--- config.mk ---
export PLATFORM = sky130hd
export DESIGN_NAME = tiu_fifo
export DESIGN_NICKNAME = d
export VERILOG_FILES = /design/src/sv/tiu_pkg.sv /design/src/sv/tiu_fifo.sv
export SDC_FILE = /design/constraint.sdc
export NUM_CORES = 1
export LEC_CHECK = 0
export BUFFER_PORTS_ARGS = -buffer_cell sky130_fd_sc_hd__buf_2
export CAP_MARGIN = 20
export CORE_ASPECT_RATIO = 1.2
export CORE_MARGIN = 1.5
export CORE_UTILIZATION = 35
export CTS_CLUSTER_SIZE = 25
export DETAILED_ROUTE_END_ITERATION = 8
export GPL_ROUTABILITY_DRIVEN = 0
export GPL_TIMING_DRIVEN = 0
export SLEW_MARGIN = 20
export SYNTH_ARGS = -nofsm -noshare
export SYNTH_HDL_FRONTEND = slang
export SYNTH_SLANG_ARGS = --single-unit
--- constraint.sdc ---
create_clock -name clk_i -period 6.6 [get_ports clk_i]
set_input_delay 0.33 -clock clk_i [delete_from_list [all_inputs] [get_ports clk_i]]
set_output_delay 0.33 -clock clk_i [all_outputs]
set_load 0.05 [all_outputs]
--- src/sv/tiu_pkg.sv ---
// Shared types, codes and constants of the texture upscaler.
package tiu_pkg;

  // Default store geometry
  localparam int unsigned MAX_SRC_WIDTH_DEF  = 128;
  localparam int unsigned MAX_SRC_HEIGHT_DEF = 128;

  // Queue between front and back, and the most requests that can be in flight
  localparam int unsigned QUEUE_DEPTH  = 4;
  localparam int unsigned MAX_INFLIGHT = QUEUE_DEPTH + 2;

  // Field widths
  localparam int unsigned CFG_IDX_W   = 2;
  localparam int unsigned CFG_DATA_W  = 8;
  localparam int unsigned SRC_COORD_W = 7;
  localparam int unsigned OUT_COORD_W = 9;
  localparam int unsigned COORD_W     = 8;
  localparam int unsigned TEXEL_W     = 8;
  localparam int unsigned WEIGHT_W    = 5;
  localparam int unsigned SUM_W       = 12;

  // Configuration register indexes
  localparam logic [CFG_IDX_W-1:0] REG_SRC_WIDTH   = 2'd0;
  localparam logic [CFG_IDX_W-1:0] REG_SRC_HEIGHT  = 2'd1;
  localparam logic [CFG_IDX_W-1:0] REG_SCALE_SHIFT = 2'd2;
  localparam logic [CFG_IDX_W-1:0] REG_BILINEAR    = 2'd3;

  // Scale codes
  localparam logic [1:0] SHIFT_X1   = 2'd0;
  localparam logic [1:0] SHIFT_X2   = 2'd1;
  localparam logic [1:0] SHIFT_X4   = 2'd2;
  localparam logic [1:0] SHIFT_RSVD = 2'd3;

  // Transaction modes
  localparam logic MODE_WRITE   = 1'b0;
  localparam logic MODE_REQUEST = 1'b1;

  // Weight of a single texel in nearest mode (all of the 4x4 quarter grid)
  localparam logic [WEIGHT_W-1:0] WEIGHT_FULL = 5'd16;

  typedef struct packed {
    logic [7:0] width;
    logic [7:0] height;
    logic [1:0] shift;
    logic       bilinear;
  } cfg_t;

  localparam cfg_t CFG_RESET = '{
    width:    8'd128,
    height:   8'd128,
    shift:    SHIFT_X2,
    bilinear: 1'b0
  };

  // One classified operation, as queued between front and back
  typedef struct packed {
    logic                is_write;
    logic                oor;
    logic [COORD_W-1:0]  col;
    logic [COORD_W-1:0]  row;
    logic [TEXEL_W-1:0]  texel;
    logic                clamp_x;
    logic                clamp_y;
    logic [WEIGHT_W-1:0] w_tl;
    logic [WEIGHT_W-1:0] w_tr;
    logic [WEIGHT_W-1:0] w_bl;
    logic [WEIGHT_W-1:0] w_br;
  } op_t;

endpackage

--- src/sv/tiu_fifo.sv ---
// Small in-order queue of classified operations between front and back.
module tiu_fifo import tiu_pkg::*; #(
  parameter int unsigned DEPTH = QUEUE_DEPTH
) (
  input  logic clk_i,
  input  logic rst_ni,
  input  logic push_i,
  input  op_t  op_i,
  output logic full_o,
  input  logic pop_i,
  output logic empty_o,
  output op_t  op_o
);

  localparam int unsigned PTR_W = (DEPTH > 1) ? $clog2(DEPTH) : 1;
  localparam int unsigned CNT_W = $clog2(DEPTH + 1);

  op_t              mem_q [DEPTH];
  logic [PTR_W-1:0] wr_ptr_q, wr_ptr_d;
  logic [PTR_W-1:0] rd_ptr_q, rd_ptr_d;
  logic [CNT_W-1:0] count_q, count_d;

  // Pointer wrap at the queue depth
  always_comb begin
    wr_ptr_d = wr_ptr_q;
    rd_ptr_d = rd_ptr_q;
    count_d  = count_q;
    if (push_i) begin
      wr_ptr_d = (wr_ptr_q == PTR_W'(DEPTH - 1)) ? '0 : wr_ptr_q + PTR_W'(1);
    end
    if (pop_i) begin
      rd_ptr_d = (rd_ptr_q == PTR_W'(DEPTH - 1)) ? '0 : rd_ptr_q + PTR_W'(1);
    end
    unique case ({push_i, pop_i})
      2'b10:   count_d = count_q + CNT_W'(1);
      2'b01:   count_d = count_q - CNT_W'(1);
      default: count_d = count_q;
    endcase
  end

  always_ff @(posedge clk_i or negedge rst_ni) begin
    if (!rst_ni) begin
      wr_ptr_q <= '0;
      rd_ptr_q <= '0;
      count_q  <= '0;
    end else begin
      wr_ptr_q <= wr_ptr_d;
      rd_ptr_q <= rd_ptr_d;
      count_q  <= count_d;
    end
  end

  // Entry storage, payload only
  always_ff @(posedge clk_i) begin
    if (push_i) begin
      mem_q[wr_ptr_q] <= op_i;
    end
  end

  assign full_o  = (count_q == CNT_W'(DEPTH));
  assign empty_o = (count_q == '0);
  assign op_o    = mem_q[rd_ptr_q];

endmodule

* Word level (Yosys, flattened, before mapping) *
Memory sizes are Yosys's and may differ from the RTL's.
Index checks and enable logic that the tools add are counted.

word-level totals
  memories kept = 1
  word-level logic and storage cells = 20
  bits of input ports = 52
  output and inout port bits = 50
  flip-flop bits (word level) = 7
  bits in writable memories = 192

memories
  memory  words  width  read ports  clocked after Yosys merged registers in  write ports  RTL line        source
  mem_q   4      48     1           0                                        1            tiu_fifo.sv:18  op_t mem_q [DEPTH];

cells by class
  $add $sub $neg = 4
  multiplexer cells = 5
  eq/ne operators = 5
  reduce and logical (&&, ||, !) cells = 2

operators with widths
  operator                                          count
  == test 2 bit, second input constant              3
  case mux 3 bit (2 select lines)                   1
  adder 2 x 1 -> 2 bit, second input constant       2
  2-to-1 mux 2 bit                                  2
  adder 3 x 1 -> 3 bit, second input constant       1
  == test 3 bit, second input constant              1
  zero test 3 bit                                   1
  subtractor 3 x 1 -> 3 bit, second input constant  1
  == test 2 x 1 -> 1 bit, second input constant     1
  2-to-1 mux 1 bit                                  2
  nonzero test 2 bit                                1

* Depth between registers and ports, before layout *
  depth in word-level cells = 2
  gate-level depth with buffers = 7
  mapped depth without buffers = 7

* Worst setup path after synthesis *
OpenSTA, ideal clock, no wires.

  kind = reg-to-reg
  start point = register wr_ptr_q[0]
  end point = memory mem_q[0][0] (netlist bit) (enable)
  period minus slack after synthesis = 2.177 ns
  required time = 6.190 ns
  cell stages (with the launch flop) = 4
  buffers on the path = 0
  library setup time = 0.410 ns
  path slack = 4.423 ns
  arrival = 1.767 ns
  cell sequence = dfrtp_1 > inv_1 > ha_1 > and2_1

RTL lines
  item                    RTL line        source
  start, declared         tiu_fifo.sv:19  logic [PTR_W-1:0] wr_ptr_q, wr_ptr_d;
  start signal, assigned  tiu_fifo.sv:47  wr_ptr_q <= wr_ptr_d;
  end, declared           tiu_fifo.sv:18

Straight into the memory's write port.

==> impl_metrics.yaml <==
outcome:
  outcome: "complete, no violations"
synthesis:
  ys_types: 21
  synth_warnings: 0
  yosysSeqAreaShare: 0.803
  syn_avg_cell_area_um2: 25.6
  mappedNetlistArea_um2: 7400
  netlist_instances: 289
  ys_seq_elements: 199
  postSynthNetCount: 348
cells_and_area:
  final_common_cell: "edfxtp_1"
  area_growth_pct: 20.9
  finalNetCount: 473
  fin_area_um2: 8950
  layout-drive-gt1-share: 0.461
  mostFrequentLayoutCells: "192 x edfxtp_1, 105 x buf_2, 48 x mux4_2"
timing:
  fmax_mhz: 433
  final_max_slew_viol_count: 0
  tns_ns: 0
  min_period_ns: 2.31
  fin_crit_sh: 0.350
  tightestPinTransition_ns: 0.345
  relSlewSlack: 0.770
  rsz0062_at_grt: "false"
  setup_viol: 0
  finalHoldViolCount: 0
  fin_worst_skew_ns: 0.00555
place:
  place_area_um2: 8330
  io_buffers: 101
  dp_hpwl_mm: 8.11
floorplan:
  fp.dieArea_um2: 22000
  die_h_um: 162
  die_w_um: 136
  fp-row-count: 58
  ios: 102
  core_area_um2: 20800
  start_util: 0.355
worst_setup_path:
  cp_data_arrival_time_ns: 1.98
  critPathLaunchType: "flip-flop"
  crit_path_cell_trace: "buf_4 > buf_2 > mux4_2 > buf_2"
  cp.required_ns: 6.27
  critPathKind: "reg -> out"
  crit_path_end: "op_o[40]"
  regToRegEndpoint: "mem_q[2][32]$_DFFE_PP_"
  critPathBufInv: 3
  cp_slowest_stage_delay_ns: 0.41
  endpoint_kind: "output pin"
  cp_top_family: "buffers and inverters"
  crit_path_frequent_cell: "buf_2"
  cp.depth: 4
  cp_slowest_cell: "dfrtp_1"
  r2r_slack_ns: 4.97
  timing.rr.start: "wr_ptr_q[0]$_DFFE_PN0P_"
  critPathLaunch: "rd_ptr_q[1]$_DFFE_PN0P_"
  crit_fanout: 10
  r2r_cells: 4
global_route:
  grt_first_pass_wirelength_mm: 20.1
  first_global_vias: 3618
  grt-ovfl-total: 0
  grt_antenna_before_repair: 2
  grt_max_degree: 34
  grt_use_total: 0.126
hold_path:
  worstHoldStart: "op_i[0]"
  hold_depth: 1
  hold_class: "in -> reg"
clocking:
  htreeDepth: 4
  cts_resized: 0
  cts_buffers: 17
  clk_latency_ns: 0.42
  cts.clk_slew.worst_paths_ns: 0.07
  root_buffer: "clkbuf_16"
  cts_tree: "yes"
  cts_sinks: 199
  clk_path_buf_depth: 2
routing:
  wl_mm: 13.1
  first_pass_iters: 5
  ant_nets: 0
  routedWlPerCell_um: 18.8
  vias: 3305
  initialDrtViolationCount: 163
  vias_per_cell: 4.75
  drc: 0
job:
  drv_cap: 0
power_and_ir_drop:
  p_per_area_nw_per_um2: 499
  irDropWorstVdd_v: 0.000333
  power.static_leakage_nw: 3.09
-- kinds of logic (layout without fill, tap and decap cells) --
logic type,after synthesis,in the layout,synth area share
DFF,199,199,0.803
muxes,51,51,0.150
buffers and inverters,17,153,0.0218
and+or+nand+nor,10,10,0.00727
adders and majority gates,7,7,0.0128
xor gates and xnor gates,3,3,0.00355
AOI/OAI and AO/OA,2,2,0.00135
other,0,1,0
-- report_power, final --
part           internal, mW  switching (mW)
registers              1.62          0.0529
clock network         0.629           0.426
logic                 0.570            1.17
-- per-stage QoR --
step                utilization  power, mW  instances  setup slack (ns)  hold WS [ns]
floorplan                     -       3.07        289              4.42        0.0344
global route              0.429       4.67        695              4.13         0.100
CTS                       0.429       4.54        695              4.22        0.0974
detailed placement        0.400       3.48        664              4.69         0.172
finish                    0.430       4.46        696              4.29         0.120
global placement          0.396       3.44        660              3.38         0.168
-- cell usage after synthesis --
cell | number | area, µm²
buf_12 | 5 | 100
nand2_1 | 1 | 3.75
and2_1 | 4 | 25.0
fa_1 | 1 | 20.0
inv_1 | 6 | 22.5
mux2i_1 | 1 | 10.0
o21ai_0 | 2 | 10.0
ha_1 | 6 | 75.1
dfrtp_1 | 7 | 175
and3_1 | 1 | 6.26
or3_1 | 1 | 6.26
buf_6 | 1 | 11.3
nor3_1 | 1 | 5.00
edfxtp_1 | 192 | 5770
xnor2_1 | 1 | 8.76
xor2_1 | 2 | 17.5
buf_2 | 4 | 20.0
mux4_2 | 48 | 1080
mux2_2 | 2 | 22.5
buf_4 | 1 | 7.51
nor2_1 | 2 | 7.51
-- what timing repair did --
item,CTS,global route
setup buffers,0,0
endpoints found under the hold margin,7,0
hold buffers,1,0
endpoints found under the setup margin,0,0
-- metal layers --
| metal | part of all wire | GRT usage | up-vias |
|---|---|---|---|
| met5 | 0.0010 | 0 | - |
| met4 | 0.014 | 0.0450 | 2 |
| met3 | 0.047 | 0.0393 | 16 |
| met2 | 0.50 | 0.202 | 82 |
| met1 | 0.44 | 0.163 | 1738 |
| li1 | - | - | 1467 |
-- sequential cells by signal, summed over array words and instances, names as in the netlist --
| register | cells |
|---|---|
| rd_ptr_q | 2 |
| wr_ptr_q | 2 |
| mem_q | 192 |
| count_q | 3 |
-- how the worst min path moves through the flow --
stage,to,slack [ns]
2_1_floorplan,count_q[0]$_DFFE_PN0P_,0.03
6_report,mem_q[3][0]$_DFFE_PP_,0.12
5_1_grt,mem_q[0][5]$_DFFE_PP_,0.10
4_1_cts,mem_q[3][0]$_DFFE_PP_,0.1
3_5_place_dp,count_q[1]$_DFFE_PN0P_,0.17
3_3_place_gp,count_q[2]$_DFFE_PN0P_,0.17
-- area by class of cell --
type                    count  area (µm²)
inverters                   6        22.5
fillers                  1831       11900
repair buffers            106         596
clock inverters            13         175
well taps                 270         338
plain buffers              11         139
flip-flops and latches    199        5940
multi-input cells          73        1310
diodes                      1        2.50
clock buffers              17         425
-- worst reg2reg max path, stage by stage (launching register included) --
cell     delay [ns]
dfrtp_1        0.41
inv_1          0.11
ha_1           0.15
and2_4         0.35
buf_12         0.28
(Power assumes the default switching activity.)
