File: src/sv/tiu_pkg.sv
// Shared types, codes and constants of the texture upscaler.
package tiu_pkg;

  // Default store geometry
  localparam int unsigned MAX_SRC_WIDTH_DEF  = 128;
  localparam int unsigned MAX_SRC_HEIGHT_DEF = 128;

  // Queue between front and back, and the most requests that can be in flight
  localparam int unsigned QUEUE_DEPTH  = 4;
  localparam int unsigned MAX_INFLIGHT = QUEUE_DEPTH + 2;

  // Field widths
  localparam int unsigned CFG_IDX_W   = 2;
  localparam int unsigned CFG_DATA_W  = 8;
  localparam int unsigned SRC_COORD_W = 7;
  localparam int unsigned OUT_COORD_W = 9;
  localparam int unsigned COORD_W     = 8;
  localparam int unsigned TEXEL_W     = 8;
  localparam int unsigned WEIGHT_W    = 5;
  localparam int unsigned SUM_W       = 12;

  // Configuration register indexes
  localparam logic [CFG_IDX_W-1:0] REG_SRC_WIDTH   = 2'd0;
  localparam logic [CFG_IDX_W-1:0] REG_SRC_HEIGHT  = 2'd1;
  localparam logic [CFG_IDX_W-1:0] REG_SCALE_SHIFT = 2'd2;
  localparam logic [CFG_IDX_W-1:0] REG_BILINEAR    = 2'd3;

  // Scale codes
  localparam logic [1:0] SHIFT_X1   = 2'd0;
  localparam logic [1:0] SHIFT_X2   = 2'd1;
  localparam logic [1:0] SHIFT_X4   = 2'd2;
  localparam logic [1:0] SHIFT_RSVD = 2'd3;

  // Transaction modes
  localparam logic MODE_WRITE   = 1'b0;
  localparam logic MODE_REQUEST = 1'b1;

  // Weight of a single texel in nearest mode (all of the 4x4 quarter grid)
  localparam logic [WEIGHT_W-1:0] WEIGHT_FULL = 5'd16;

  typedef struct packed {
    logic [7:0] width;
    logic [7:0] height;
    logic [1:0] shift;
    logic       bilinear;
  } cfg_t;

  localparam cfg_t CFG_RESET = '{
    width:    8'd128,
    height:   8'd128,
    shift:    SHIFT_X2,
    bilinear: 1'b0
  };

  // One classified operation, as queued between front and back
  typedef struct packed {
    logic                is_write;
    logic                oor;
    logic [COORD_W-1:0]  col;
    logic [COORD_W-1:0]  row;
    logic [TEXEL_W-1:0]  texel;
    logic                clamp_x;
    logic                clamp_y;
    logic [WEIGHT_W-1:0] w_tl;
    logic [WEIGHT_W-1:0] w_tr;
    logic [WEIGHT_W-1:0] w_bl;
    logic [WEIGHT_W-1:0] w_br;
  } op_t;

endpackage

File: src/sv/tiu_req_if.sv
// Input channel: texel writes and pixel requests.
interface tiu_req_if import tiu_pkg::*; ();
  logic                   valid;
  logic                   ready;
  logic                   mode;
  logic [SRC_COORD_W-1:0] src_col;
  logic [SRC_COORD_W-1:0] src_row;
  logic [TEXEL_W-1:0]     texel;
  logic [OUT_COORD_W-1:0] out_col;
  logic [OUT_COORD_W-1:0] out_row;

  modport source (output valid, mode, src_col, src_row, texel, out_col, out_row,
                  input ready);
  modport sink   (input valid, mode, src_col, src_row, texel, out_col, out_row,
                  output ready);
endinterface

File: src/sv/tiu_front.sv
// Front end: accepts transactions, range-checks requests and derives coordinates and weights.
module tiu_front import tiu_pkg::*; #(
  parameter int unsigned MAX_SRC_WIDTH  = MAX_SRC_WIDTH_DEF,
  parameter int unsigned MAX_SRC_HEIGHT = MAX_SRC_HEIGHT_DEF
) (
  input  cfg_t           cfg_i,
  tiu_req_if.sink        req_i,
  input  logic           q_full_i,
  output logic           push_o,
  output op_t            op_o
);

  localparam logic [10:0] MaxW = 11'(MAX_SRC_WIDTH);
  localparam logic [10:0] MaxH = 11'(MAX_SRC_HEIGHT);

  logic [7:0] w_eff, h_eff;
  logic [9:0] w_scaled, h_scaled;
  logic [8:0] x0_full, y0_full;
  logic [7:0] x0, y0;
  logic       oor, clamp_x, clamp_y, beyond;
  logic [1:0] qx, qy;
  logic [2:0] wx_lo, wx_hi, wy_lo, wy_hi;
  logic       accept;

  function automatic logic [WEIGHT_W-1:0] weight(input logic [2:0] a, input logic [2:0] b);
    logic [5:0] p;
    p = {3'b000, a} * {3'b000, b};
    return p[WEIGHT_W-1:0];
  endfunction

  // Dimensions in use, saturated to the store size
  always_comb begin
    w_eff = ({3'b000, cfg_i.width} > MaxW) ? MaxW[7:0] : cfg_i.width;
    h_eff = ({3'b000, cfg_i.height} > MaxH) ? MaxH[7:0] : cfg_i.height;
  end

  // Frame check and source coordinates
  assign w_scaled = {2'b00, w_eff} << cfg_i.shift;
  assign h_scaled = {2'b00, h_eff} << cfg_i.shift;
  assign oor      = ({1'b0, req_i.out_col} >= w_scaled) || ({1'b0, req_i.out_row} >= h_scaled);
  assign x0_full  = req_i.out_col >> cfg_i.shift;
  assign y0_full  = req_i.out_row >> cfg_i.shift;
  assign x0       = x0_full[7:0];
  assign y0       = y0_full[7:0];
  assign clamp_x  = ({1'b0, x0} + 9'd1) >= {1'b0, w_eff};
  assign clamp_y  = ({1'b0, y0} + 9'd1) >= {1'b0, h_eff};

  // Fraction in quarters
  always_comb begin
    unique case (cfg_i.shift)
      SHIFT_X1: begin
        qx = 2'b00;
        qy = 2'b00;
      end
      SHIFT_X2: begin
        qx = {req_i.out_col[0], 1'b0};
        qy = {req_i.out_row[0], 1'b0};
      end
      SHIFT_X4: begin
        qx = req_i.out_col[1:0];
        qy = req_i.out_row[1:0];
      end
      default: begin
        qx = 2'b00;
        qy = 2'b00;
      end
    endcase
  end

  assign wx_lo = 3'd4 - {1'b0, qx};
  assign wx_hi = {1'b0, qx};
  assign wy_lo = 3'd4 - {1'b0, qy};
  assign wy_hi = {1'b0, qy};

  // Texel writes outside the store are dropped
  assign beyond = ({4'b0000, req_i.src_col} >= MaxW) || ({4'b0000, req_i.src_row} >= MaxH);

  assign req_i.ready = !q_full_i;
  assign accept      = req_i.valid && req_i.ready;
  assign push_o      = accept && ((req_i.mode == MODE_REQUEST) || !beyond);

  // Classified operation; nearest mode folds every neighbor onto the top-left texel
  always_comb begin
    op_o = '0;
    if (req_i.mode == MODE_WRITE) begin
      op_o.is_write = 1'b1;
      op_o.col      = {1'b0, req_i.src_col};
      op_o.row      = {1'b0, req_i.src_row};
      op_o.texel    = req_i.texel;
    end else begin
      op_o.oor     = oor;
      op_o.col     = x0;
      op_o.row     = y0;
      op_o.clamp_x = clamp_x || !cfg_i.bilinear;
      op_o.clamp_y = clamp_y || !cfg_i.bilinear;
      if (cfg_i.bilinear) begin
        op_o.w_tl = weight(wy_lo, wx_lo);
        op_o.w_tr = weight(wy_lo, wx_hi);
        op_o.w_bl = weight(wy_hi, wx_lo);
        op_o.w_br = weight(wy_hi, wx_hi);
      end else begin
        op_o.w_tl = WEIGHT_FULL;
      end
    end
  end

endmodule

File: src/flat_wrapper.sv
// flat-port wrapper written by rule: the top's interface ports become plain ports
module tiu_front_flat import tiu_pkg::*;
#(
  parameter int unsigned MAX_SRC_WIDTH  = MAX_SRC_WIDTH_DEF,
  parameter int unsigned MAX_SRC_HEIGHT = MAX_SRC_HEIGHT_DEF
)
  (cfg_i, q_full_i, push_o, op_o, req_i_valid, req_i_mode, req_i_src_col, req_i_src_row, req_i_texel, req_i_out_col, req_i_out_row, req_i_ready);
  tiu_req_if req_i_i ();
  input  cfg_t cfg_i;
  input  logic q_full_i;
  output logic push_o;
  output op_t op_o;
  input wire logic [$bits(req_i_i.valid)-1:0] req_i_valid;
  input wire logic [$bits(req_i_i.mode)-1:0] req_i_mode;
  input wire logic [$bits(req_i_i.src_col)-1:0] req_i_src_col;
  input wire logic [$bits(req_i_i.src_row)-1:0] req_i_src_row;
  input wire logic [$bits(req_i_i.texel)-1:0] req_i_texel;
  input wire logic [$bits(req_i_i.out_col)-1:0] req_i_out_col;
  input wire logic [$bits(req_i_i.out_row)-1:0] req_i_out_row;
  output wire logic [$bits(req_i_i.ready)-1:0] req_i_ready;
  assign req_i_i.valid = req_i_valid;
  assign req_i_i.mode = req_i_mode;
  assign req_i_i.src_col = req_i_src_col;
  assign req_i_i.src_row = req_i_src_row;
  assign req_i_i.texel = req_i_texel;
  assign req_i_i.out_col = req_i_out_col;
  assign req_i_i.out_row = req_i_out_row;
  assign req_i_ready = req_i_i.ready;
  tiu_front #(.MAX_SRC_WIDTH(MAX_SRC_WIDTH), .MAX_SRC_HEIGHT(MAX_SRC_HEIGHT)) u_core (.cfg_i(cfg_i), .req_i(req_i_i), .q_full_i(q_full_i), .push_o(push_o), .op_o(op_o));
endmodule
File: config.mk
export PLATFORM = sky130hd
export DESIGN_NAME = tiu_front_flat
export DESIGN_NICKNAME = d
export VERILOG_FILES = /design/src/sv/tiu_pkg.sv /design/src/sv/tiu_req_if.sv /design/src/sv/tiu_front.sv /design/src/flat_wrapper.sv
export SDC_FILE = /design/constraint.sdc
export NUM_CORES = 1
export LEC_CHECK = 0
export BUFFER_PORTS_ARGS = -buffer_cell sky130_fd_sc_hd__clkbuf_2
export CAP_MARGIN = 10
export CORE_MARGIN = 8
export CORE_UTILIZATION = 50
export DETAILED_ROUTE_END_ITERATION = 7
export PLACE_DENSITY = 0.92
export SYNTH_ARGS = -nofsm -noshare
export SYNTH_HDL_FRONTEND = slang
export SYNTH_SLANG_ARGS = --single-unit
File: constraint.sdc
create_clock -name vclk -period 5
set_input_delay 0.75 -clock vclk [all_inputs]
set_output_delay 0.75 -clock vclk [all_outputs]
set_load 0.03 [all_outputs]
### After elaboration in Yosys (flattened, before gate mapping)

Index checks and enable logic that the tools add are counted.

| storage, ports and cells | value |
|---|---|
| flip-flop bits (word level) | 0 |
| input port bits | 62 |
| output and inout bits | 50 |
| word-level logic and storage cells | 37 |

| cells by class | value |
|---|---|
| add/subtract/negate cells | 4 |
| $mul | 4 |
| magnitude comparators | 6 |
| equality and inequality tests | 2 |
| shift-type cells | 4 |
| muxes and demuxes | 11 |
| reductions and logical operators | 6 |

Operator list:

| kind | number |
|---|---|
| 8-bit two-way mux | 3 |
| 22-bit two-way mux | 1 |
| 9-bit by 10-bit >= comparator with 1-bit output | 2 |
| 8-bit by 2-bit << shifter with 10-bit output | 2 |
| 8-bit by 1-bit adder with 9-bit output, second input constant | 2 |
| 9-bit by 8-bit >= comparator with 1-bit output | 2 |
| 9-bit by 2-bit >> shifter with 8-bit output | 2 |
| 8-bit greater-than comparator, second input constant | 2 |
| 16-bit two-way mux | 1 |
| 15-bit two-way mux | 1 |
| 2-bit one-hot mux with 2 select lines | 2 |
| 3-bit by 2-bit subtractor with 3-bit output, first input constant | 2 |
| 2-bit by 3-bit multiplier with 5-bit output | 1 |
| 3-bit by 2-bit multiplier with 5-bit output | 1 |
| 3-bit by 3-bit multiplier with 5-bit output | 1 |
| 5-bit two-way mux | 1 |
| 2-bit by 2-bit multiplier with 4-bit output | 1 |
| 1-bit logical OR | 3 |
| 2-bit by 1-bit equality test with 1-bit output, second input constant | 1 |
| 2-bit equality test, second input constant | 1 |
| 1-bit logical NOT | 2 |
| 1-bit two-way mux | 2 |
| 1-bit logical AND | 1 |

### Depth between registers and ports, before layout

Gate-level depths: netlist of run 1.

| depth | value |
|---|---|
| depth after elaboration | 6 |
| depth in mapped cells | 19 |

### Worst setup path before layout of run 1

No wires, ideal clock.

| timing | value |
|---|---|
| kind | input to output |
| start | input cfg_i[2] in the netlist's numbering |
| end | output op_o[19] in the netlist's numbering |
| data arrival time | 4.199 ns |
| setup slack | 0.051 ns |
| stages | 19 |
| path buffers | 3 |
| cell sequence | buf_6 > clkbuf_8 > buf_4 > clkinv_1 > ha_1 > a22oi_1 > nor2_1 > inv_1 > ha_1 > and3_1 > inv_1 > fa_1 > inv_1 > ha_1 > inv_1 > fa_1 > xor2_1 > xnor2_1 > a21oi_1 |

RTL lines:

| what | line | RTL |
|---|---|---|
| start, declared | flat_wrapper.sv:9 | `input cfg_t cfg_i;` |
| end, declared | flat_wrapper.sv:12 | `output op_t op_o;` |

==> metrics.txt, run 1 <==
run status finished, final reports clean; DR iter-0 viols 163; Synth Area per Inst 7.67 µm²; Total Routing Usage GR 20.5%; post-synth net total 461; area grow syn2layout 21.0%; dpl ws 0.247 ns; Synth Instances 348; Post-CTS Resized 0; Min Clock Period, post-route 4.72 ns; share of Yosys cell area claimed by the top area cell type between 20 and 25%; setup tns final 0 ns; drt drc 0; first drt pass iteration count 5; Critical Path AT 3.97 ns; IO Count ~110; Power Total ~0.00036 W; main combinational cell family by area after synthesis adder cells; ranking of synthesized cells by area ha_1 22%, mux4_2 7.6%, mux2i_1 7.5%, mux2_2 6.3%, nand2_1 6.0%; multi-input logic area 0.00247 mm²; Nets 561; Crit Path Category primary input to output port; first-pass GRT wire length 13.4 mm; final hold vios 0; Routed WL between 8 and 9 mm; GPL Wtd Cong around 0.91; chip width 89.1 µm; Synth Area in Compound Gates ~15%; commonest non-fill, non-tap cell in the layout clkbuf_2; PD cells 110 mW/mm²; Leakage Power 1.70 nW; crit path to op_o[19]; Least-Margin Pin Slew 0.650 ns; Initial Util around half; fill cell count ~470; share of cells above drive strength 1 33.6%; Critical Path Source Type primary input; Max transition margin 56.7%; Unique masters post-synth 48; Post-Synth Adder-Cell Area around a quarter; Slew Limit Fails 0; total grt overflow 0; hold_buf cts 0; crit-path max cell delay 0.40 ns; leading area contributor after synthesis ha_1; Placeable Area 0.00514 mm²; Die H 89.1 µm; clock buf count 0; IO Port Bufs 111; RSZ-0062 raised after global routing false; Final ANT Viol Nets 0; CP max stage cell fa_1; hold crit path type primary input to output port; CP dominant cell by count inv_1; VDD IR max between 0.00004 and 0.00005 V; Yosys Warn Count 0; Ant. Diodes 0; CP max FO 8; commonest non-fill, non-tap cells in the layout 111 x clkbuf_2, 46 x ha_1, 43 x nand2_1; Final WS setup 0.279 ns; CP startpoint cfg_i[1]; post-synthesis mux area share around a quarter; Seq/Total Area, Yosys 0%; via count of the first global-routing pass 3016; storage element area 0 µm²; XOR/XNOR Fraction of Synth Area 4.92%; # rows 26; Synth Cell Area 0.00267 mm²; Vias/cell 5.82; CP endpoint kind output port; Worst Path Required roughly 4.3 ns; largest net degree at the start of global routing 41; Detailed Place HPWL 7.33 mm; Max Cap Viol 0; fin crit share a little over nine tenths; Post-Synth Simple-Gate Area 23.7%; DIE AREA 0.00793 mm²; critical path cell sequence clkbuf_2 -> inv_1 -> ha_2 -> a22oi_1 -> nor2_1 -> inv_1 -> ha_1 -> and3_1 -> inv_1 -> fa_1 -> inv_1 -> ha_1 -> inv_1 -> fa_1 -> xor2_1 -> xnor2_1 -> a21oi_1 -> clkbuf_2; Setup Fix Bufs, Post-CTS 0; routed vias 3003; seq_cells 0; Final setup viols 0; WL per Instance between 15 and 20 µm; initial antenna violation count 0; FMAX 212 MHz
## report_power, final
group	leakage, nW	internal [W]	switching, W
clock network	0	0	0
logic	1.70	0.000143	0.000214
registers	0	0	0
## synthesized netlist by cell type (3+ instances only)
library cell / count
ha_1: 47
clkbuf_1: 7
nor3_1: 7
a21oi_1: 21
mux2i_1: 20
xor2_1: 7
a41oi_1: 3
mux2_2: 15
nor2_1: 23
o21ai_0: 21
a21o_1: 4
clkinv_1: 3
fa_1: 4
a22oi_1: 5
xnor2_1: 8
nand3_1: 10
nand2_1: 43
and2_1: 4
inv_1: 19
buf_6: 3
and3_1: 13
nor2b_1: 18
mux4_2: 9
buf_4: 5
## per-stage QoR
step | area [µm²] | std cells | hold slack (ns) | util (%)
after floorplan | 2670 | 348 | 1.61 | -
after global placement | 3230 | 516 | 1.79 | 62.8
after detailed placement | 3230 | 516 | 1.79 | 62.8
after CTS | 3230 | 516 | 1.80 | 62.8
after global routing | 3230 | 516 | 1.80 | 62.9
final | 3230 | 516 | 1.80 | 62.9
## layer usage
layer | part of all wire (%) | global-route usage, %
met1 | 41 | 25.5
met2 | 47 | 35.6
met3 | 9.7 | 2.48
met4 | 2.1 | 6.65
met5 | 0 | 0
## worst max-delay path, delay by kind of cell
kind / cells / cell delay (ns)
XOR/XNOR: 2 / 0.30
buffers and inverters: 7 / 0.84
adder cells (fa/ha/maj): 5 / 1.44
AO/OA/AOI/OAI: 2 / 0.26
AND/OR/NAND/NOR: 2 / 0.38
## worst min-delay path by stage
| stage | cells after the start | startpoint | to | slack (ns) |
|---|---|---|---|---|
| finish | 3 | q_full_i | req_i_ready | 1.80 |
| global route | 3 | q_full_i | req_i_ready | 1.80 |
| CTS | 3 | q_full_i | req_i_ready | 1.80 |
| detailed placement | 3 | q_full_i | req_i_ready | 1.79 |
| global placement | 3 | q_full_i | req_i_ready | 1.79 |
| floorplan | 1 | q_full_i | push_o | 1.61 |
## final cells by class
cell class | instances | area share (%)
multi-input cells | 308 | 76.4
inverters | 22 | 2.56
well taps | 70 | 2.71
repair buffers | 116 | 18.4
## logic make-up after synthesis
group / after synthesis
AND/OR/NAND/NOR: 129
AO/OA/AOI/OAI: 65
adder cells (fa/ha/maj): 52
multiplexers: 46
buffers and inverters: 40
XOR/XNOR: 15
other: 1
Note: power is estimated with default switching activity, not from simulation.
==> run 2: changes to the inputs <==
--- a/config.mk
+++ b/config.mk
@@ -5,12 +5,14 @@
 export SDC_FILE = /design/constraint.sdc
 export NUM_CORES = 1
 export LEC_CHECK = 0
+export ABC_AREA = 1
 export BUFFER_PORTS_ARGS = -buffer_cell sky130_fd_sc_hd__clkbuf_2
 export CAP_MARGIN = 10
 export CORE_MARGIN = 8
 export CORE_UTILIZATION = 50
 export DETAILED_ROUTE_END_ITERATION = 7
-export PLACE_DENSITY = 0.92
+export PLACE_DENSITY = 0.9
+export SLEW_MARGIN = 40
 export SYNTH_ARGS = -nofsm -noshare
 export SYNTH_HDL_FRONTEND = slang
 export SYNTH_SLANG_ARGS = --single-unit
==> run 2 against run 1 <==
Against the previous run: total power is 4.1% higher; non-clock buffer count is the same; final cell count grew 39%; largest power group unchanged; die area increased by 11%; design area increased by 9.4%; first-iteration DRC count rose by 34%; setup slack worse by 0.036 ns; area after synthesis rose by 13%; utilization is 2.8 points lower; routed wire length grew 3.0%; hold slack worse by 0.0074 ns.
==> metrics.txt, run 2 <==
Leakage Power 2.10 nW (was 1.70 nW); drt drc 0 (unchanged); DIE AREA 0.00878 mm² (was 0.00793 mm²); routed vias 3766 (was 3003); CP max stage cell fa_1 (unchanged); RSZ-0062 raised after global routing false (unchanged); via count of the first global-routing pass 3664 (was 3016); area grow syn2layout 17.1% (was 21.0%); Vias/cell 5.27 (was 5.82); Die H 93.7 µm (was 89.1 µm); Unique masters post-synth 40 (was 48); fin crit share 95.1% (was 94.4%); Total Routing Usage GR 19.6% (was 20.5%); post-synth net total 661 (was 461); seq_cells 0 (unchanged); first-pass GRT wire length 15.1 mm (was 13.4 mm); Seq/Total Area, Yosys 0% (unchanged); clock buf count 0 (unchanged); DR iter-0 viols 218 (was 163); IO Port Bufs 111 (unchanged); Slew Limit Fails 0 (unchanged); share of Yosys cell area claimed by the top area cell type 19.5% (was 22.0%); commonest non-fill, non-tap cells in the layout 143 x nand2_1, 111 x clkbuf_2, 88 x inv_1 (was 111 x clkbuf_2, 46 x ha_1, 43 x nand2_1); Post-CTS Resized 0 (unchanged); # rows 28 (was 26); Ant. Diodes 0 (unchanged); Critical Path Source Type primary input (unchanged); dpl ws 0.233 ns (was 0.247 ns); min-delay src q_full_i (unchanged); Initial Util 51.3% (was 51.9%); initial antenna violation count 0 (unchanged); Final WS setup 0.243 ns (was 0.279 ns); Final setup viols 0 (unchanged); final hold vios 0 (unchanged); PD cells 105 mW/mm² (was 110 mW/mm²); share of cells above drive strength 1 24.1% (was 33.6%); CP max FO 6 (was 8); total grt overflow 0 (unchanged); Hold Path Sink req_i_ready (unchanged); Synth Instances 548 (was 348); Setup Fix Bufs, Post-CTS 0 (unchanged); VDD IR max 0.0000603 V (was 0.0000491 V); crit-path max cell delay 0.44 ns (was 0.40 ns); count leader, synth nand2_1 (was ha_1); Placeable Area 0.00589 mm² (was 0.00514 mm²); hold crit path type primary input to output port (unchanged); Final ANT Viol Nets 0 (unchanged); Yosys Warn Count 0 (unchanged); Max Cap Viol 0 (unchanged); most frequent cells after synthesis 143 x nand2_1, 89 x inv_1, 74 x nor2_1, 47 x ha_1, 39 x o21ai_0 (was 47 x ha_1, 43 x nand2_1, 23 x nor2_1, 21 x a21oi_1, 21 x o21ai_0); first drt pass iteration count 7 (was 5); Nets 755 (was 561); Routed WL 8.82 mm (was 8.57 mm); Crit Path Category primary input to output port (unchanged); setup tns final 0 ns (unchanged); Detailed Place HPWL 7.57 mm (was 7.33 mm); GPL Wtd Cong 0.934 (was 0.913); largest net degree at the start of global routing 36 (was 41); run status finished, final reports clean (unchanged); CP dominant cell by count inv_1 (unchanged); leading area contributor after synthesis ha_1 (unchanged); ranking of synthesized cells by area ha_1 19%, nand2_1 18%, inv_1 11%, nor2_1 9.2%, o21ai_0 6.5% (was ha_1 22%, mux4_2 7.6%, mux2i_1 7.5%, mux2_2 6.3%, nand2_1 6.0%); critical path cell sequence clkbuf_2 -> inv_6 -> ha_1 -> inv_1 -> o22ai_1 -> nand2_1 -> ha_1 -> inv_1 -> nor2_1 -> inv_1 -> fa_1 -> inv_1 -> ha_1 -> inv_1 -> fa_1 -> xor2_1 -> o21bai_1 -> nand3_1 -> nand2_1 -> inv_1 -> clkbuf_2 (was clkbuf_2 -> inv_1 -> ha_2 -> a22oi_1 -> nor2_1 -> inv_1 -> ha_1 -> and3_1 -> inv_1 -> fa_1 -> inv_1 -> ha_1 -> inv_1 -> fa_1 -> xor2_1 -> xnor2_1 -> a21oi_1 -> clkbuf_2); WL per Instance 12.3 µm (was 16.6 µm); IO Count 112 (unchanged); Worst Path Required 4.25 ns (about the same); hold_buf cts 0 (unchanged); chip width 93.7 µm (was 89.1 µm); CP endpoint kind output port (unchanged); Critical Path AT 4.01 ns (was 3.97 ns); Synth Area per Inst 5.51 µm² (was 7.67 µm²); storage element area 0 µm² (unchanged); FMAX 210 MHz (was 212 MHz); Min Clock Period, post-route 4.76 ns (was 4.72 ns); fill cell count 574 (was 466); commonest non-fill, non-tap cell in the layout nand2_1 (was clkbuf_2); Synth Cell Area 0.00302 mm² (was 0.00267 mm²); worst hold stages 3 (unchanged)
## run 2: worst max-delay path: cells and delay by family
family                     cells  cell delay [ns]
adders and majority gates      5             1.41
buffers and inverters          9             0.81
and+or+nand+nor                4             0.60
AOI/OAI and AO/OA              2             0.22
xor gates and xnor gates       1             0.21
## run 2: worst max path at each step
stage                        start        to  slack, ns  depth (start not counted)
after detailed placement  cfg_i[1]  op_o[19]       0.23                         21
final                     cfg_i[1]  op_o[19]       0.24                         21
after global routing      cfg_i[1]  op_o[19]      0.008                         21
after CTS                 cfg_i[1]  op_o[19]       0.24                         21
after floorplan           cfg_i[2]  op_o[19]       0.09                         23
after global placement    cfg_i[1]  op_o[19]       0.44                         21
## run 2: power breakdown
| group | switching (W) | internal (W) |
|---|---|---|
| Sequential | 0 | 0 |
| Clock | 0 | 0 |
| Combinational | 0.000243 | 0.000128 |
| Total | 0.000243 | 0.000128 |
## run 2: cells by family after synthesis
logic type      count (synthesis)  share of synthesized area [%]
mux                             2                          0.663
simple gates                  295                           43.0
xor+xnor                       11                           3.19
fa+ha+maj                      51                           22.1
buf+inv                       116                           17.4
compound gates                 72                           13.6
other cells                     1                          0.124
## run 2: area by class of cell
cell class | instances | area, µm² | area share, %
well taps | 75 | 93.8 | 2.65
multi-input cells | 432 | 2500 | 70.6
inverters | 92 | 353 | 9.98
repair buffers | 116 | 593 | 16.8
## run 2: per-stage QoR
step / power (W) / instance area, µm² / util (%) / hold slack [ns] / std cells
3_5_place_dp: 0.000369 / 3540 / 60.1 / 1.79 / 715
4_1_cts: 0.000370 / 3540 / 60.1 / 1.79 / 715
2_1_floorplan: 0.000274 / 3020 / - / 1.61 / 548
5_1_grt: 0.000422 / 3540 / 60.1 / 1.80 / 715
3_3_place_gp: 0.000355 / 3540 / 60.1 / 1.79 / 715
6_report: 0.000372 / 3540 / 60.1 / 1.79 / 715
## run 2: per-layer routing
layer / GRT usage, % / vias to the layer above / wire length (µm)
li1: - / 1927 / -
met1: 24.0 / 1641 / 3790
met2: 34.5 / 184 / 4030
met3: 3.52 / 14 / 859
met4: 4.10 / 0 / 136
met5: 0 / - / 0
==> run 3: changes to the inputs <==
==> constraint.sdc (replaced) <==
create_clock -name vclk -period 5
set_input_delay 0.5 -clock vclk [all_inputs]
set_output_delay 0.5 -clock vclk [all_outputs]
set_load 0.03 [all_outputs]
==> run 3 against run 2 <==
Against the previous run: flip-flop and latch count stayed put; count of clock-buffer cells in the layout stayed put; die area stayed put; largest power group unchanged.
==> metrics.txt, run 3 (synthesized netlist as in run 2, its figures left out) <==
sequential share of power 0% (about the same); Placeable Area 0.00589 mm² (unchanged); fin cells 712 (was 715); Leakage Power 2.09 nW (was 2.10 nW); share of cells above drive strength 1 23.7% (was 24.1%); Routed WL 8.93 mm (was 8.82 mm); Combinational Power Share 100.0% (about the same); seq_cells 0 (unchanged); routed vias 3697 (was 3766); Ant. Diodes 0 (unchanged); setup tns final 0 ns (unchanged); CP endpoint kind output port (unchanged); GPL Wtd Cong 0.949 (was 0.934); IO Port Bufs 111 (unchanged); hold_buf cts 0 (unchanged); Initial Util 51.3% (unchanged); WL per Instance 12.5 µm (was 12.3 µm); first drt pass iteration count 6 (was 7); FMAX 230 MHz (was 210 MHz); Total Routing Usage GR 19.2% (was 19.6%); clock power share 0% (about the same); drt drc 0 (unchanged); commonest non-fill, non-tap cell in the layout nand2_1 (unchanged); Die H 93.7 µm (unchanged); IO Count 112 (unchanged); hold crit path type primary input to output port (unchanged); via count of the first global-routing pass 3475 (was 3664); RSZ-0062 raised after global routing false (unchanged); clock buf count 0 (unchanged); Critical Path Source Type primary input (unchanged); Max Cap Viol 0 (unchanged); Setup Fix Bufs, Post-CTS 0 (unchanged); chip width 93.7 µm (unchanged); final hold vios 0 (unchanged); DR iter-0 viols 222 (was 218); VDD IR max 0.0000616 V (was 0.0000603 V); Net Sw Power 0.000244 W (was 0.000243 W); Slew Limit Fails 0 (unchanged); Switching Fraction 65.9% (was 65.5%); fin crit share 87.1% (was 95.1%); Critical Path AT 3.85 ns (was 4.01 ns); Vias/cell 5.19 (was 5.27); area grow syn2layout 16.3% (was 17.1%); placed cell count 712 (was 715); dpl ws 0.655 ns (was 0.233 ns); Worst Path Required 4.50 ns (was 4.25 ns); initial antenna violation count 0 (unchanged); run status finished, final reports clean (unchanged); first-pass GRT wire length 14.6 mm (was 15.1 mm); Final ANT Viol Nets 0 (unchanged); Power Total 0.000371 W (was 0.000372 W); Final WS setup 0.647 ns (was 0.243 ns); commonest non-fill, non-tap cells in the layout 143 x nand2_1, 111 x clkbuf_2, 88 x inv_1 (unchanged); post-layout util 59.7% (was 60.1%); total grt overflow 0 (unchanged); Crit Path Category primary input to output port (unchanged); CP max FO 29 (was 6); largest net degree at the start of global routing 42 (was 36); Nets 752 (was 755); Int Pwr 0.000127 W (was 0.000128 W); Final setup viols 0 (unchanged); Post-CTS Resized 0 (unchanged); CP startpoint cfg_i[1] (unchanged); crit path to op_o[19] (unchanged); PD cells 106 mW/mm² (was 105 mW/mm²); # rows 28 (unchanged); DIE AREA 0.00878 mm² (unchanged); Min Clock Period, post-route 4.35 ns (was 4.76 ns); Detailed Place HPWL 7.67 mm (was 7.57 mm); storage element area 0 µm² (unchanged)
-- run 3: changes by cell type in the layout (fill, tap and decap cells not counted) --
cell   before  now
buf_4       5    2
-- run 3: power groups by stage --
stage               clock network (W)  registers (W)  logic [W]
finish                              0              0   0.000371
detailed placement                  0              0   0.000367
global route                        0              0   0.000419
CTS                                 0              0   0.000369
global placement                    0              0   0.000354
floorplan                           0              0   0.000274
-- run 3: layout make-up --
class | instances | area [µm²]
multi-input cells | 432 | 2500
fillers | 608 | 2370
repair buffers | 113 | 571
inverters | 92 | 353
well taps | 75 | 93.8
-- run 3: stage by stage --
step,hold WS [ns],instance area [µm²]
2_1_floorplan,1.11,3020
3_3_place_gp,1.29,3510
3_5_place_dp,1.29,3510
4_1_cts,1.29,3510
5_1_grt,1.30,3510
6_report,1.29,3510
-- run 3: routing by layer --
metal	up-vias	track usage [%]	wire [µm]
met3	19	3.04	778
li1	1912	-	-
met1	1594	23.5	3870
met5	-	0	0
met2	172	34.3	4090
met4	0	3.43	184
-- run 3: worst min path at each step --
stage               slack [ns]  startpoint           to  cells past startpoint
finish                    1.29    q_full_i  req_i_ready                      3
global route              1.30    q_full_i       push_o                      3
CTS                       1.29    q_full_i  req_i_ready                      3
detailed placement        1.29    q_full_i  req_i_ready                      3
global placement          1.29    q_full_i  req_i_ready                      3
floorplan                 1.11    q_full_i  req_i_ready                      1
-- run 3: worst max-delay path, stage by stage --
cell	delay (ns)
clkbuf_2	0.16
inv_6	0.12
ha_1	0.25
inv_1	0.08
o22ai_1	0.08
nand2_1	0.17
ha_1	0.23
inv_1	0.11
nor2_1	0.29
inv_1	0.11
fa_1	0.44
inv_1	0.07
ha_1	0.14
inv_1	0.05
fa_1	0.37
xor2_1	0.16
o21bai_1	0.15
nand3_1	0.07
nand2_1	0.05
inv_1	0.06
clkbuf_2	0.19
